**src/hw/rtl/svae_pkg.sv**
```systemverilog
// svae_pkg: widths, payload types and reset constants for the sun vector block
// shared by the front, queue, back and top level; no dependencies
package svae_pkg;

  localparam int unsigned RW        = 16;                 // photodiode reading width
  localparam int unsigned FRAC      = 14;                 // q1.14 output fraction bits
  localparam int unsigned OUT_W     = 16;
  localparam int unsigned THR_W     = 17;
  localparam logic [THR_W-1:0] THR_RESET = THR_W'(2654);
  localparam int unsigned MAG_W     = RW - 1;             // clamped axis magnitude
  localparam int unsigned SQ_W      = 2 * MAG_W;
  localparam int unsigned M_W       = SQ_W + 2;           // sum of three squares
  localparam int unsigned Q_W       = FRAC + 1;           // quotient bits, 2^14 max
  localparam int unsigned PW        = M_W + 2 * Q_W;      // holds q^2 * m
  localparam int unsigned ABS_W     = RW;
  localparam int unsigned SUM_W     = RW + 2;
  localparam int unsigned CMP_W     = (SUM_W > THR_W) ? SUM_W : THR_W;
  localparam int unsigned FIFO_DEPTH = 2;

  typedef struct packed {
    logic signed [RW-1:0] reading_px;
    logic signed [RW-1:0] reading_nx;
    logic signed [RW-1:0] reading_py;
    logic signed [RW-1:0] reading_ny;
    logic signed [RW-1:0] reading_pz;
    logic signed [RW-1:0] reading_nz;
  } in_t;

  typedef struct packed {
    logic signed [OUT_W-1:0] sun_x;
    logic signed [OUT_W-1:0] sun_y;
    logic signed [OUT_W-1:0] sun_z;
    logic                    no_sun;
    logic                    eclipsed;
  } out_t;

  // classified item handed from front to back
  typedef struct packed {
    logic [2:0][MAG_W-1:0] mag;
    logic [2:0]            neg;
    logic                  eclipsed;
  } item_t;

endpackage

```
**src/hw/rtl/svae_front.sv**
```systemverilog
// svae_front: takes a reading set, picks the clamped axes and flags eclipse
// depends on svae_pkg; one register stage feeding the queue
module svae_front (
  input  logic                        clk_i,
  input  logic                        rst_ni,
  input  logic                        in_valid_i,
  output logic                        in_stall_o,
  input  svae_pkg::in_t               in_data_i,
  input  logic [svae_pkg::THR_W-1:0]  threshold_i,
  output logic                        item_valid_o,
  input  logic                        item_ready_i,
  output svae_pkg::item_t             item_o
);

  localparam int unsigned RW = svae_pkg::RW;

  logic            valid_q;
  svae_pkg::item_t item_q, item_d;
  logic            load;

  function automatic logic [svae_pkg::ABS_W-1:0] abs_pick(
    input logic signed [RW-1:0] p, input logic signed [RW-1:0] n);
    logic signed [RW:0] u;
    u = (p > n) ? {p[RW-1], p} : -{n[RW-1], n};
    abs_pick = u[RW] ? svae_pkg::ABS_W'(-u) : svae_pkg::ABS_W'(u);
  endfunction

  logic signed [5:0][RW-1:0] rd;
  logic [svae_pkg::SUM_W-1:0] total;

  always_comb begin
    logic [svae_pkg::MAG_W-1:0] cp, cn;
    rd = {in_data_i.reading_nz, in_data_i.reading_pz, in_data_i.reading_ny,
          in_data_i.reading_py, in_data_i.reading_nx, in_data_i.reading_px};
    item_d = '0;
    total  = '0;
    for (int i = 0; i < 3; i++) begin
      // negative readings count as zero for the vector
      cp = rd[2*i][RW-1]   ? '0 : rd[2*i][RW-2:0];
      cn = rd[2*i+1][RW-1] ? '0 : rd[2*i+1][RW-2:0];
      if (cp > cn) begin
        item_d.mag[i] = cp;
        item_d.neg[i] = 1'b0;
      end else begin
        item_d.mag[i] = cn;
        item_d.neg[i] = 1'b1;
      end
      total = total + svae_pkg::SUM_W'(abs_pick(rd[2*i], rd[2*i+1]));
    end
    item_d.eclipsed = svae_pkg::CMP_W'(total) < svae_pkg::CMP_W'(threshold_i);
  end

  assign load       = !valid_q || item_ready_i;
  assign in_stall_o = !load;

  always_ff @(posedge clk_i or negedge rst_ni) begin
    if (!rst_ni) begin
      valid_q <= 1'b0;
    end else if (load) begin
      valid_q <= in_valid_i;
    end
  end

  always_ff @(posedge clk_i) begin
    if (load && in_valid_i) begin
      item_q <= item_d;
    end
  end

  assign item_valid_o = valid_q;
  assign item_o       = item_q;

endmodule

```
**config.mk**
```make
export PLATFORM = sky130hd
export DESIGN_NAME = svae_front
export DESIGN_NICKNAME = d
export VERILOG_FILES = /design/src/hw/rtl/svae_pkg.sv /design/src/hw/rtl/svae_front.sv
export SDC_FILE = /design/constraint.sdc
export NUM_CORES = 1
export LEC_CHECK = 0
export BUFFER_PORTS_ARGS = -buffer_cell sky130_fd_sc_hd__buf_2
export CORE_MARGIN = 2
export CORE_UTILIZATION = 40
export CTS_BUF_LIST = sky130_fd_sc_hd__clkbuf_2 sky130_fd_sc_hd__clkbuf_4 sky130_fd_sc_hd__clkbuf_8
export DETAILED_ROUTE_END_ITERATION = 16
export GPL_ROUTABILITY_DRIVEN = 0
export GPL_TIMING_DRIVEN = 0
export SLEW_MARGIN = 10
export SYNTH_ARGS = -nofsm -noshare
export SYNTH_HDL_FRONTEND = slang
export SYNTH_SLANG_ARGS = --single-unit
export TNS_END_PERCENT = 20
```
**constraint.sdc**
```tcl
create_clock -name clk_i -period 6.3 [get_ports clk_i]
set_input_delay 1.26 -clock clk_i [delete_from_list [all_inputs] [get_ports clk_i]]
set_output_delay 1.26 -clock clk_i [all_outputs]
set_load 0.01 [all_outputs]
```
==> run_results.csv <==
group,metric,value,unit
synthesis,synth_area_per_cell,7.733,um^2
synthesis,synth_seq_cells,50,
sta,tightest_slew,0.8958,ns
placement,place_area,11240,um^2
placement,port_buffers,158,
synthesis,synth_top_area_share,16.90,%
sta,hold_viol_final,0,
grt,grt_pass1_vias,9289,
synthesis,yosysSeqAreaShare,15.43,%
sta,setup_viol,1,
run_status,violations,"negative setup slack",
critical_path,cp_slowest_cell,"fa_1",
cts,insertion_delay,0.34,ns
critical_path,required,6.49,ns
die,fp.dieH,159.7,um
die,die_area,25500,um^2
pwr,peakVddDrop,0.2512,mV
route,drt_iter0_drc,473,
synthesis,synth_cell_types,77,
route,vias,9577,
route,wirelength,28680,um
grt,grt_pass1_wl,47240,um
cts,cts.clk_slew.worst_paths,0.10,ns
cts,cts-root-buf,"clkbuf_8",
synthesis,synth_enable_flop_cells,49,
synthesis,synth_area_leaders,"ha_1 17%, edfxtp_1 15%, mux2i_1 7.4%",
synthesis,synthCells,1254,
sta,skew,0.005857,ns
critical_path,cp-start-kind,"input port",
synthesis,synthMuxAreaShare,8.477,%
worst_hold_path,holdCritStartpoint,"item_valid_o$_DFFE_PN0N_",
critical_path,crit_top_cell,"a21oi_2",
route,route.antenna.remaining_nets,0,
die,start_util,41.07,%
route,drt_first_pass_iters,5,
route,viasPerCell,5.389,
grt,grt_max_degree,34,
critical_path,cp.arrival,7.10,ns
sta,fmax,144.8,MHz
sta,setup_slack,-0.6084,ns
synthesis,synth_top_cell_by_area,"ha_1",
route,wire_per_inst,16.14,um
critical_path,r2r_setup_slack,4.75,ns
run_status,outcome,"finished, violations left",
layout,drive_gt1_share,22.98,%
critical_path,path_class,"input port to register",
layout,syn2layout_area_growth,23.95,%
synthesis,synth_area,9697,um^2
worst_hold_path,min_path_cells,2,
synthesis,synthArstFlopShare,2.000,%
synthesis,synth-main-ff-cell,"edfxtp_1",
synthesis,yosys_warnings,0,
critical_path,crit_fanout,5,
die,num_rows,56,
route,route.detailed.drc,0,
critical_path,worstReg2RegEnd,"item_o[20]$_DFFE_PP_",
synthesis,syn_nets,1518,
sta,grt_setup_unrepaired,"true",
sta,maxSlewViolCount,0,
pwr,finalPower,3.062,mW
layout,fin_nets,1721,
critical_path,rr_startpoint,"item_valid_o$_DFFE_PN0N_",
sta,maxSlewHeadroom,40.28,%
grt,antenna_found_initial,0,
critical_path,endpoint_kind,"register",
die,core-area,23610,um^2
critical_path,r2r_cells,3,
critical_path,critPathMaxStageDelay,0.54,ns
layout,diodes,0,
die,die_w,159.7,um
die,io_pins,168,
pwr,power_density,254.8,nW/um^2
cts,cts_max_path_buffers,2,
synthesis,synth_xor_area_share,9.290,%
worst_hold_path,min_to,"item_valid_o$_DFFE_PN0N_",
cts,cts.sinks,50,
layout,final_area,12020,um^2
cts,cts_buffers,5,
cts,cts_tree,"built",
sta,min_period_over_period,109.7,%
sta,fin_crit,6.908,ns
synthesis,synth_top_family_by_area,"simple AND/OR/NAND/NOR gates",
synthesis,synth-adder-area-share,20.21,%
placement,dp_hpwl,23650,um
pwr,p_leak,5.784,nW
grt,track_usage,22.70,%
synthesis,synth-simple-area-share,22.89,%
worst_hold_path,hold_path_class,"register to register",
job,max_cap_viol_count,0,
grt,overflow,0,
cts,htree_levels,2,
synthesis,synth_compound_area_share,15.94,%
cells by family (layout without fill, tap and decap cells):
| family | after synthesis | after routing |
|---|---|---|
| fa+ha+maj | 147 | 147 |
| xor+xnor | 102 | 102 |
| compound gates | 241 | 241 |
| simple gates | 438 | 438 |
| mux | 80 | 80 |
| buf+inv | 196 | 400 |
| flops | 50 | 50 |
what timing repair did:
action / in CTS / in global routing
pin swaps: 35 / 30
gates cloned: 0 / 0
buffers inserted: 35 / 3
setup endpoints to repair: 1 / 1
hold endpoints to repair: 0 / 0
gates resized for setup: 70 / 28
hold buffers: 0 / 0
layout by cell type (no fill, tap or decap), drive strengths merged, types with 14 or more instances in the layout:
cell type	count
a21o	20
a21oi	72
buf	211
clkbuf	30
edfxtp	49
fa	16
ha	131
inv	153
mux2i	73
nand2	120
nand2b	57
nand3	36
nand4	20
nor2	87
nor2b	14
nor3	38
nor4	15
o21a	18
o21ai	54
o31ai	16
or3	14
xnor2	71
xor2	31
power breakdown:
part / internal [mW] / switching [mW] / total (mW)
logic: 1.15 / 1.28 / 2.44
registers: 0.409 / 0.00540 / 0.415
clock network: 0.0788 / 0.132 / 0.211
cell type report:
cell class              instances  area [um^2]
repair buffers                197         1160
plain buffers                  39        331.6
fillers                      2396        11590
flip-flops and latches         50         1496
well taps                     319        399.1
inverters                     156        606.8
multi-input cells            1008         7935
clock inverters                 3        21.27
clock buffers                   5        68.82
how the worst max path moves through the flow:
stage / from / to
final: in_data_i[29] / item_o[0]$_DFFE_PP_
after global routing: in_data_i[40] / item_o[0]$_DFFE_PP_
after CTS: in_data_i[15] / item_o[0]$_DFFE_PP_
after detailed placement: in_data_i[79] / item_o[0]$_DFFE_PP_
after global placement: in_data_i[79] / item_o[0]$_DFFE_PP_
after floorplan: in_data_i[79] / item_o[0]$_DFFE_PP_
per-stage QoR:
step                setup WS [ns]  instances  hold slack (ns)  setup TNS [ns]  utilization, %
finish                    -0.6084       1777           0.5369         -0.6084           50.90
CTS                       -0.7145       1774           0.5425         -0.7145           50.29
detailed placement         -1.723       1732           0.5146          -1.723           47.58
global route              -0.9074       1777           0.5611         -0.9074           50.90
floorplan                 -0.3010       1254           0.5569         -0.3010               -
global placement           -1.663       1731           0.5018          -1.663           47.49
critical path, delay by kind of cell:
kind                     cells  cell delay (ns)
buffers and inverters        4             0.46
AO/OA/AOI/OAI               12             2.15
adder cells (fa/ha/maj)      5             1.60
multiplexers                 1             0.25
XOR/XNOR                     2             0.26
AND/OR/NAND/NOR              7             1.09
cell usage after synthesis, types with 7 or more instances:
library cell  instances
nand3_1              36
nor2_1               86
a21o_1               20
edfxtp_1             49
a21oi_1              70
o31ai_1              14
nor4_1               14
and3_1                7
inv_1               154
mux2i_1              72
o211ai_1             10
nand2b_1             57
o21ai_0              52
nor2b_1              14
nor3_1               37
xnor2_1              70
xor2_1               31
ha_1                131
fa_1                 16
clkbuf_1             27
mux2_2                7
or3_1                13
o21a_1               18
nand2_1             119
nand4_1              20
buf_2                 8
metal layers:
| layer | part of all wire (%) | GRT usage (%) |
|---|---|---|
| met5 | 0 | 0 |
| met4 | 2.0 | 6.488 |
| met3 | 4.4 | 2.545 |
| met2 | 47 | 37.76 |
| met1 | 47 | 31.05 |
flip-flops by register name (all words and copies together), names as in the netlist:
signal,flops
item_o,49
item_valid_o,1
Note: power is estimated with default switching activity, not from simulation.
