===== src/hw/rtl/svae_pkg.sv =====
// svae_pkg: widths, payload types and reset constants for the sun vector block
// shared by the front, queue, back and top level; no dependencies
package svae_pkg;

  localparam int unsigned RW        = 16;                 // photodiode reading width
  localparam int unsigned FRAC      = 14;                 // q1.14 output fraction bits
  localparam int unsigned OUT_W     = 16;
  localparam int unsigned THR_W     = 17;
  localparam logic [THR_W-1:0] THR_RESET = THR_W'(2654);
  localparam int unsigned MAG_W     = RW - 1;             // clamped axis magnitude
  localparam int unsigned SQ_W      = 2 * MAG_W;
  localparam int unsigned M_W       = SQ_W + 2;           // sum of three squares
  localparam int unsigned Q_W       = FRAC + 1;           // quotient bits, 2^14 max
  localparam int unsigned PW        = M_W + 2 * Q_W;      // holds q^2 * m
  localparam int unsigned ABS_W     = RW;
  localparam int unsigned SUM_W     = RW + 2;
  localparam int unsigned CMP_W     = (SUM_W > THR_W) ? SUM_W : THR_W;
  localparam int unsigned FIFO_DEPTH = 2;

  typedef struct packed {
    logic signed [RW-1:0] reading_px;
    logic signed [RW-1:0] reading_nx;
    logic signed [RW-1:0] reading_py;
    logic signed [RW-1:0] reading_ny;
    logic signed [RW-1:0] reading_pz;
    logic signed [RW-1:0] reading_nz;
  } in_t;

  typedef struct packed {
    logic signed [OUT_W-1:0] sun_x;
    logic signed [OUT_W-1:0] sun_y;
    logic signed [OUT_W-1:0] sun_z;
    logic                    no_sun;
    logic                    eclipsed;
  } out_t;

  // classified item handed from front to back
  typedef struct packed {
    logic [2:0][MAG_W-1:0] mag;
    logic [2:0]            neg;
    logic                  eclipsed;
  } item_t;

endpackage


===== src/hw/rtl/svae_fifo.sv =====
// svae_fifo: short queue of classified items between front and back
// depends on svae_pkg for the item type and depth
module svae_fifo (
  input  logic            clk_i,
  input  logic            rst_ni,
  input  logic            wr_valid_i,
  output logic            wr_ready_o,
  input  svae_pkg::item_t wr_data_i,
  output logic            rd_valid_o,
  input  logic            rd_ready_i,
  output svae_pkg::item_t rd_data_o
);

  localparam int unsigned D  = svae_pkg::FIFO_DEPTH;
  localparam int unsigned AW = (D > 1) ? $clog2(D) : 1;
  localparam int unsigned CW = $clog2(D + 1);

  svae_pkg::item_t mem_q [D];
  logic [AW-1:0]   wptr_q, rptr_q;
  logic [CW-1:0]   cnt_q;
  logic            push, pop;

  assign wr_ready_o = cnt_q != CW'(D);
  assign rd_valid_o = cnt_q != '0;
  assign push       = wr_valid_i && wr_ready_o;
  assign pop        = rd_valid_o && rd_ready_i;
  assign rd_data_o  = mem_q[rptr_q];

  function automatic logic [AW-1:0] inc(input logic [AW-1:0] p);
    inc = (p == AW'(D - 1)) ? '0 : p + AW'(1);
  endfunction

  always_ff @(posedge clk_i or negedge rst_ni) begin
    if (!rst_ni) begin
      wptr_q <= '0;
      rptr_q <= '0;
      cnt_q  <= '0;
    end else begin
      if (push) wptr_q <= inc(wptr_q);
      if (pop)  rptr_q <= inc(rptr_q);
      if (push && !pop) cnt_q <= cnt_q + CW'(1);
      else if (pop && !push) cnt_q <= cnt_q - CW'(1);
    end
  end

  always_ff @(posedge clk_i) begin
    if (push) begin
      mem_q[wptr_q] <= wr_data_i;
    end
  end

endmodule


===== config.mk =====
export PLATFORM = sky130hd
export DESIGN_NAME = svae_fifo
export DESIGN_NICKNAME = d
export VERILOG_FILES = /design/src/hw/rtl/svae_pkg.sv /design/src/hw/rtl/svae_fifo.sv
export SDC_FILE = /design/constraint.sdc
export NUM_CORES = 1
export LEC_CHECK = 0
export BUFFER_PORTS_ARGS = -buffer_cell sky130_fd_sc_hd__buf_2
export CAP_MARGIN = 15
export CORE_MARGIN = 4
export CORE_UTILIZATION = 50
export CTS_BUF_LIST = sky130_fd_sc_hd__clkbuf_16
export DETAILED_ROUTE_END_ITERATION = 8
export GPL_TIMING_DRIVEN = 1
export PLACE_DENSITY = 0.76
export REMOVE_ABC_BUFFERS = 1
export SLEW_MARGIN = 20
export SYNTH_ARGS = -nofsm -noshare
export SYNTH_HDL_FRONTEND = slang
export SYNTH_SLANG_ARGS = --single-unit

===== constraint.sdc =====
create_clock -name clk_i -period 4.2 [get_ports clk_i]
set_input_delay 0.21 -clock clk_i [delete_from_list [all_inputs] [get_ports clk_i]]
set_output_delay 0.21 -clock clk_i [all_outputs]
set_load 0.1 [all_outputs]

==> impl_metrics.tcl, run 1 <==
set metrics [dict create \
    layout.nets 336 \
    ios 104 \
    drc 0 \
    track_usage_pct 13.1 \
    htreeDepth 3 \
    yosysTopAreaCellShare_pct 73.9 \
    cts_sinks 102 \
    syn_to_final_growth_pct 22.2 \
    seq_area_um2 3050 \
    coreArea_um2 7730 \
    final_hold_viol_count 0 \
    slew_headroom_pct 38.0 \
    slowest_stage "dfrtp_4" \
    startpoint_type "flop" \
    crit_arrival_ns 2.11 \
    drive_above_1_share_pct 59.6 \
    die_area_um2 9460 \
    antenna_found_initial 0 \
    cp.required_ns 3.99 \
    path_cells "mux2_4, buf_2" \
    dp_hpwl_mm 4.09 \
    cts_setup_buffers 0 \
    rsz0062_at_grt "no" \
    cts_made_buffers 9 \
    grt_pass1_vias 1992 \
    dp.cells 372 \
    ys_seq_area_share_pct 76.4 \
    clock_skew_ns 0.00812 \
    n_antenna_cell 0 \
    finalSetupViolCount 0 \
    synth_cell_types 14 \
    hp-class "in -> reg" \
    synth_seq_cells 102 \
    mostFrequentLayoutCells "103 x buf_2, 98 x edfxtp_1, 49 x mux2_4, 9 x clkbuf_16" \
    cap_viol_max_count 0 \
    cts_tree "built" \
    end_kind "output port" \
    grt_first_pass_wirelength_mm 9.63 \
    ant_nets 0 \
    stdcell_area_um2 4870 \
    cts_root_buf "clkbuf_16" \
    wl_mm 6.11 \
    vias 1873 \
    startpoint "rptr_q" \
    nFillCells 559 \
    clk_pin_slew_ns 0.07 \
    worst_r2r_startpoint "cnt_q[0]" \
    worstSkewPairLatency_ns 0.33 \
    fmax_ghz 0.431 \
    die_h_um 97.3 \
    numPortBuffers 103 \
    period_needed_ns 2.32 \
    wl_per_cell_um 15.7 \
    worstPathMaxFanout 50 \
    dpl_cell_area_um2 4540 \
    grt-ovfl-total 0 \
    die_w_um 97.3 \
    firstDrtPassIters 4 \
    status "complete, no violations" \
    synth_area_leader_cell "edfxtp_1" \
    path_class "reg -> out" \
    fin_cells 389 \
    multi_input_area_um2 835 \
    final_common_cell "buf_2" \
    whs_ns 0.0660 \
    tns_ns 0 \
    ys_top_cells_by_area "edfxtp_1 74%, mux2_4 18%, buf_12 2.5%, dfrtp_1 2.5%, xnor2_1 0.66%" \
    via_per_inst 4.81 \
    hold_path_startpoint "wr_data_i[40]" \
    postSynthCellCount 171 \
    start_util_pct 51.6 \
    finalMaxSlewViolations 0 \
    drtIter0Drc 43 \
    avgSynthCellArea_um2 23.3 \
    finalCritPeriodShare_pct 55.3 \
    worst_pin_slew_ns 0.930 \
    rows 32 \
    critPathMaxStageDelay_ns 1.05 \
    synthesis.area_um2 3980 \
    ys_warn_count 0 \
    place.gp.congestion 0.694 \
    grt_max_degree 51 \
    cts_max_path_buffers 2 \
]
[layout make-up]
cell class,count,area share [%]
sequential,102,62.6
multi-input combinational,62,17.1
timing repair buffer,106,11.1
clock buffer,9,4.63
tap,102,2.62
clock inverter,7,1.83
inverter,1,0.0771
[what timing repair did]
action,CTS,global route
hold buffers,1,0
gates resized for setup,0,0
hold endpoints to repair,4,0
[stage by stage]
step / setup WS (ns) / utilization (%)
2_1_floorplan: 0.198 / -
3_3_place_gp: 2.13 / 58.8
3_5_place_dp: 2.05 / 58.8
4_1_cts: 1.84 / 63.0
5_1_grt: 1.79 / 63.0
6_report: 1.88 / 63.0
[critical path, delay by kind of cell, from the launching register on]
family | cells | cell delay (ns)
flops | 1 | 1.05
buf+inv | 1 | 0.42
mux | 1 | 0.30
[Yosys cell counts]
master / n
mux2_4: 49
xor2_1: 2
xnor2_1: 3
edfxtp_1: 98
and3_1: 1
buf_12: 5
or2_1: 1
ha_1: 1
nor2_1: 2
dfrtp_1: 4
nand2b_1: 1
nand2_1: 2
buf_6: 1
inv_1: 1
[cell families after synthesis]
family,Yosys count,share of synthesized area [%]
XOR/XNOR,5,1.10
adder cells (fa/ha/maj),1,0.314
buffers and inverters,7,2.89
flip-flops,102,76.4
multiplexers,49,18.5
AND/OR/NAND/NOR,7,0.848
[state kept, by name, summed over array words and instances, names as in the netlist]
signal and cells:
mem_q 98, wptr_q 1, cnt_q 2, rptr_q 1
[metal layers]
metal / global-route usage (%) / share of wire, %
met1: 17.3 / 45
met2: 20.0 / 46
met4: 3.83 / 0
met5: 0 / 0
met3: 5.67 / 9.1
[final timing paths]
kind / end / slack (ns) / cells after the start
max: rd_data_o[42] / 1.88 / 2
min: mem_q[1][40] / 0.07 / 1
max reg2reg: mem_q[0][6] / 2.10 / 4
min reg2reg: cnt_q[1] / 0.52 / 1
max in group asynchronous: rptr_q / 3.85 / 2
min in group asynchronous: cnt_q[0] / 0.21 / 2
Power of run 1 is left out: the tool's default activity adds up to more than one toggle a clock period on the data nets, which glitch-free logic cannot reach.
==> run 2, diff against run 1 <==
Clock period 4.2 ns to 2.4 ns, I/O delays scaled along.
==> impl_metrics.tcl, run 2 (synthesis results as in run 1) <==
set metrics [dict create \
    cts_tree "built" \
    nFillCells 504 \
    clock_skew_ns 0.00414 \
    path_class "reg -> out" \
    grt_max_degree 31 \
    place.gp.congestion 0.749 \
    dp.cells 376 \
    wl_mm 7.09 \
    top_register "mem_q" \
    whs_ns 0.115 \
    ant_nets 0 \
    fmax_ghz 0.533 \
    vias 2083 \
    final_common_cell "buf_2" \
    multi_input_area_um2 835 \
    worst_pin_slew_ns 0.496 \
    clk_pin_slew_ns 0.06 \
    largest_reg_flops 98 \
    cp_top_family "buffers and inverters" \
    drive_above_1_share_pct 51.6 \
    crit_arrival_ns 1.75 \
    fin_cells 441 \
    period_needed_ns 1.87 \
    worstSkewPairLatency_ns 0.33 \
    ios 104 \
    grt_first_pass_wirelength_mm 11.4 \
    rsz0062_at_grt "no" \
    firstDrtPassIters 4 \
    dpl_cell_area_um2 4590 \
    wl_per_cell_um 16.1 \
    drtIter0Drc 85 \
    critPathMaxStageDelay_ns 0.42 \
    cp.required_ns 2.28 \
    cts_root_buf "clkbuf_16" \
    path_cells "buf_4, mux2_4, buf_2" \
    htreeDepth 3 \
    drc 0 \
    grt_pass1_vias 2312 \
    worstPathMaxFanout 20 \
    seq_area_um2 3050 \
    end_kind "output port" \
    cap_viol_max_count 0 \
    status "complete, no violations" \
    final_hold_viol_count 0 \
    cts_made_buffers 9 \
    numPortBuffers 103 \
    n_antenna_cell 0 \
    startpoint_type "flop" \
    die_w_um 97.3 \
    finalCritPeriodShare_pct 78.1 \
    slew_headroom_pct 67.2 \
    antenna_found_initial 0 \
    cts_max_path_buffers 2 \
    stdcell_area_um2 5370 \
    mostFrequentLayoutCells "103 x buf_2, 98 x edfxtp_1, 50 x dlygate4sd3_1, 49 x mux2_4, 9 x clkbuf_16" \
    finalSetupViolCount 0 \
    track_usage_pct 15.5 \
    finalMaxSlewViolations 0 \
    tns_ns 0 \
    via_per_inst 4.72 \
    layout.nets 389 \
    dp_hpwl_mm 4.40 \
    hp-class "in -> async" \
    grt-ovfl-total 0 \
    rows 32 \
    syn_to_final_growth_pct 34.9 \
    start_util_pct 51.6 \
    cts_sinks 102 \
    die_h_um 97.3 \
    largest_registers "mem_q (98), cnt_q (2)" \
    crit_buf_inv 2 \
    slowest_stage "dfrtp_4" \
    coreArea_um2 7730 \
    die_area_um2 9460 \
]
[run 2: changes by cell type in the layout (fill, tap and decap cells not counted), sizes merged]
cell         change
buf              +4
inv              -1
bufinv           -1
dlygate4sd3     +49
clkinvlp         +1
[run 2: final timing paths]
check                      cells after the start  startpoint           end  slack [ns]
setup / recovery                               3      rptr_q  rd_data_o[5]        0.53
hold / removal                                 2      rst_ni      cnt_q[1]        0.12
setup reg to reg                               7    cnt_q[0]      cnt_q[1]        0.84
hold reg to reg                                1    cnt_q[1]      cnt_q[1]        0.50
max in group asynchronous                      2      rst_ni        rptr_q        2.13
min in group clk_i                             3  rd_ready_i        rptr_q        0.12
[run 2: cell type report]
type,count,share of cell area (%)
sequential,102,56.7
timing repair buffer,159,20.0
multi-input combinational,62,15.5
clock buffer,9,4.19
tap,102,2.37
clock inverter,6,1.16
inverter,1,0.0698
[run 2: routing by layer]
metal | vias to the layer above | wire length, um | track usage, % | part of all wire (%)
met5 | - | 0 | 0 | 0
met4 | 0 | 72 | 6.07 | 1.0
met3 | 7 | 433 | 4.31 | 6.1
met2 | 77 | 3520 | 25.7 | 50
met1 | 1006 | 3070 | 19.3 | 43
li1 | 993 | - | - | -
[run 2: stage by stage]
step | util (%) | setup WS, ns
4_1_cts | 69.5 | 0.501
3_5_place_dp | 59.3 | 0.866
3_3_place_gp | 59.3 | 0.872
6_report | 69.5 | 0.525
5_1_grt | 69.5 | 0.455
2_1_floorplan | - | -1.60
[run 2: repair_timing]
action / 4_1_cts / 5_1_grt
hold buffers: 50 / 0
endpoints found under the hold margin: 102 / 0
gates resized for setup: 0 / 0
setup buffers: 0 / 0
Power of run 2 is left out for the same reason.
==> run 3, diff against run 2 <==
Settings changed: CORE_UTILIZATION 50 to 47, PLACE_DENSITY 0.76 to 0.75.
Clock period 2.4 ns to 1.6 ns, I/O delays scaled along.
==> impl_metrics.tcl, run 3 (synthesis results as in run 1) <==
set metrics [dict create \
    htreeDepth 3 \
    worst_r2r_startpoint "cnt_q[0]" \
    rows 33 \
    layout.nets 391 \
    worstPathMaxFanout 19 \
    mostFrequentLayoutCells "98 x edfxtp_1, 54 x buf_2, 54 x buf_12, 50 x dlygate4sd3_1, 49 x mux2_4" \
    start_util_pct 48.5 \
    die_h_um 100 \
    clock_skew_ns 0.00601 \
    path_class "reg -> out" \
    coreArea_um2 8220 \
    hold_path_startpoint "rd_ready_i" \
    r2r_slack_ns 0.09 \
    final_common_cell "edfxtp_1" \
    startpoint_type "flop" \
    finalSetupViolCount 31 \
    place.gp.congestion 0.706 \
    ant_nets 0 \
    timing.rr.end "cnt_q[1]" \
    rsz0062_at_grt "yes" \
    via_per_inst 4.67 \
    drtIter0Drc 48 \
    slew_headroom_pct 67.1 \
    finalCritPeriodShare_pct 102 \
    cts_root_buf "clkbuf_16" \
    firstDrtPassIters 3 \
    worst_slack_ns -0.0248 \
    cp_common_cell "buf_12" \
    worst_pin_slew_ns 0.497 \
    tns_ns -0.384 \
    startpoint "rptr_q" \
    reg2reg_depth 7 \
    track_usage_pct 15.5 \
    final_hold_viol_count 0 \
    die_w_um 100 \
    hold_path_end "rptr_q" \
    dp.cells 380 \
    numPortBuffers 103 \
    syn_to_final_growth_pct 55.2 \
    hp-class "in -> reg" \
    grt-ovfl-total 0 \
    crit_arrival_ns 1.54 \
    grt_max_degree 36 \
    whs_path_depth 3 \
    final_core_util_pct 75.3 \
    die_area_um2 10000 \
    cts_tree "built" \
    critPathMaxStageDelay_ns 0.53 \
    ios 104 \
    slowest_stage "dfrtp_4" \
    largest_reg_flops 98 \
    cp.required_ns 1.52 \
    cts_max_path_buffers 2 \
    worstSkewPairLatency_ns 0.33 \
    grt_pass1_vias 2376 \
    clk_pin_slew_ns 0.06 \
    path_cells "buf_12, mux2_4, buf_12" \
    drive_above_1_share_pct 52.0 \
    drc 0 \
    whs_ns 0.0438 \
    status "finished, violations left" \
    fmax_ghz 0.615 \
    nFillCells 471 \
    cap_viol_max_count 0 \
    top_register "mem_q" \
    cts_made_buffers 9 \
    fin_cells 447 \
    grt_first_pass_wirelength_mm 11.8 \
    antenna_found_initial 0 \
    largest_registers "mem_q (98), cnt_q (2)" \
    period_needed_ns 1.62 \
    end_kind "output port" \
    wl_mm 7.29 \
    wl_per_cell_um 16.3 \
    dp_hpwl_mm 4.69 \
    finalMaxSlewViolations 0 \
    n_antenna_cell 0 \
    failed_checks "negative setup slack" \
    vias 2089 \
    cts_sinks 102 \
]
[run 3: layout make-up]
type                            instances  area [um2]  share of cell area, %
Clock buffer                            9         225                   3.64
Timing Repair Buffer                  161        1870                   30.3
Inverter                                1        3.75                 0.0607
Sequential cell                       102        3050                   49.3
Clock inverter                          7        66.3                   1.07
Multi-Input combinational cell         62         837                   13.5
Tap cell                              105         131                   2.12
[run 3: how the worst max path moves through the flow]
| stage | endpoint | depth (start not counted) |
|---|---|---|
| floorplan | mem_q[0][0] | 3 |
| global placement | cnt_q[1] | 7 |
| detailed placement | cnt_q[1] | 7 |
| CTS | rd_data_o[1] | 3 |
| global route | rd_data_o[1] | 3 |
| finish | rd_data_o[1] | 3 |
[run 3: per-layer routing]
layer  GRT usage, %  vias to the layer above  part of all wire (%)
met1           17.1                     1026                    36
met2           29.0                       60                    57
met3           3.96                        7                   6.1
li1               -                      996                     -
met5              0                        -                     0
met4           5.28                        0                   1.1
[run 3: repair_timing]
action | in CTS | in global routing
setup buffers | 1 | 0
gates resized for setup | 0 | 1
hold buffers | 50 | 0
setup endpoints to repair | 46 | 50
hold endpoints to repair | 102 | 0
[run 3: metrics by stage]
stage               setup slack, ns  area (um2)
floorplan                     -2.40        3870
global placement              0.163        5380
detailed placement           0.0103        5380
CTS                         -0.0396        6180
global route                -0.0564        6180
finish                      -0.0248        6180
[run 3: worst max-delay path: cells and delay by family (launching register included)]
kind | cells | cell delay, ns
DFF | 1 | 0.53
buffers and inverters | 2 | 0.36
muxes | 1 | 0.33
Power of run 3 is left out for the same reason.
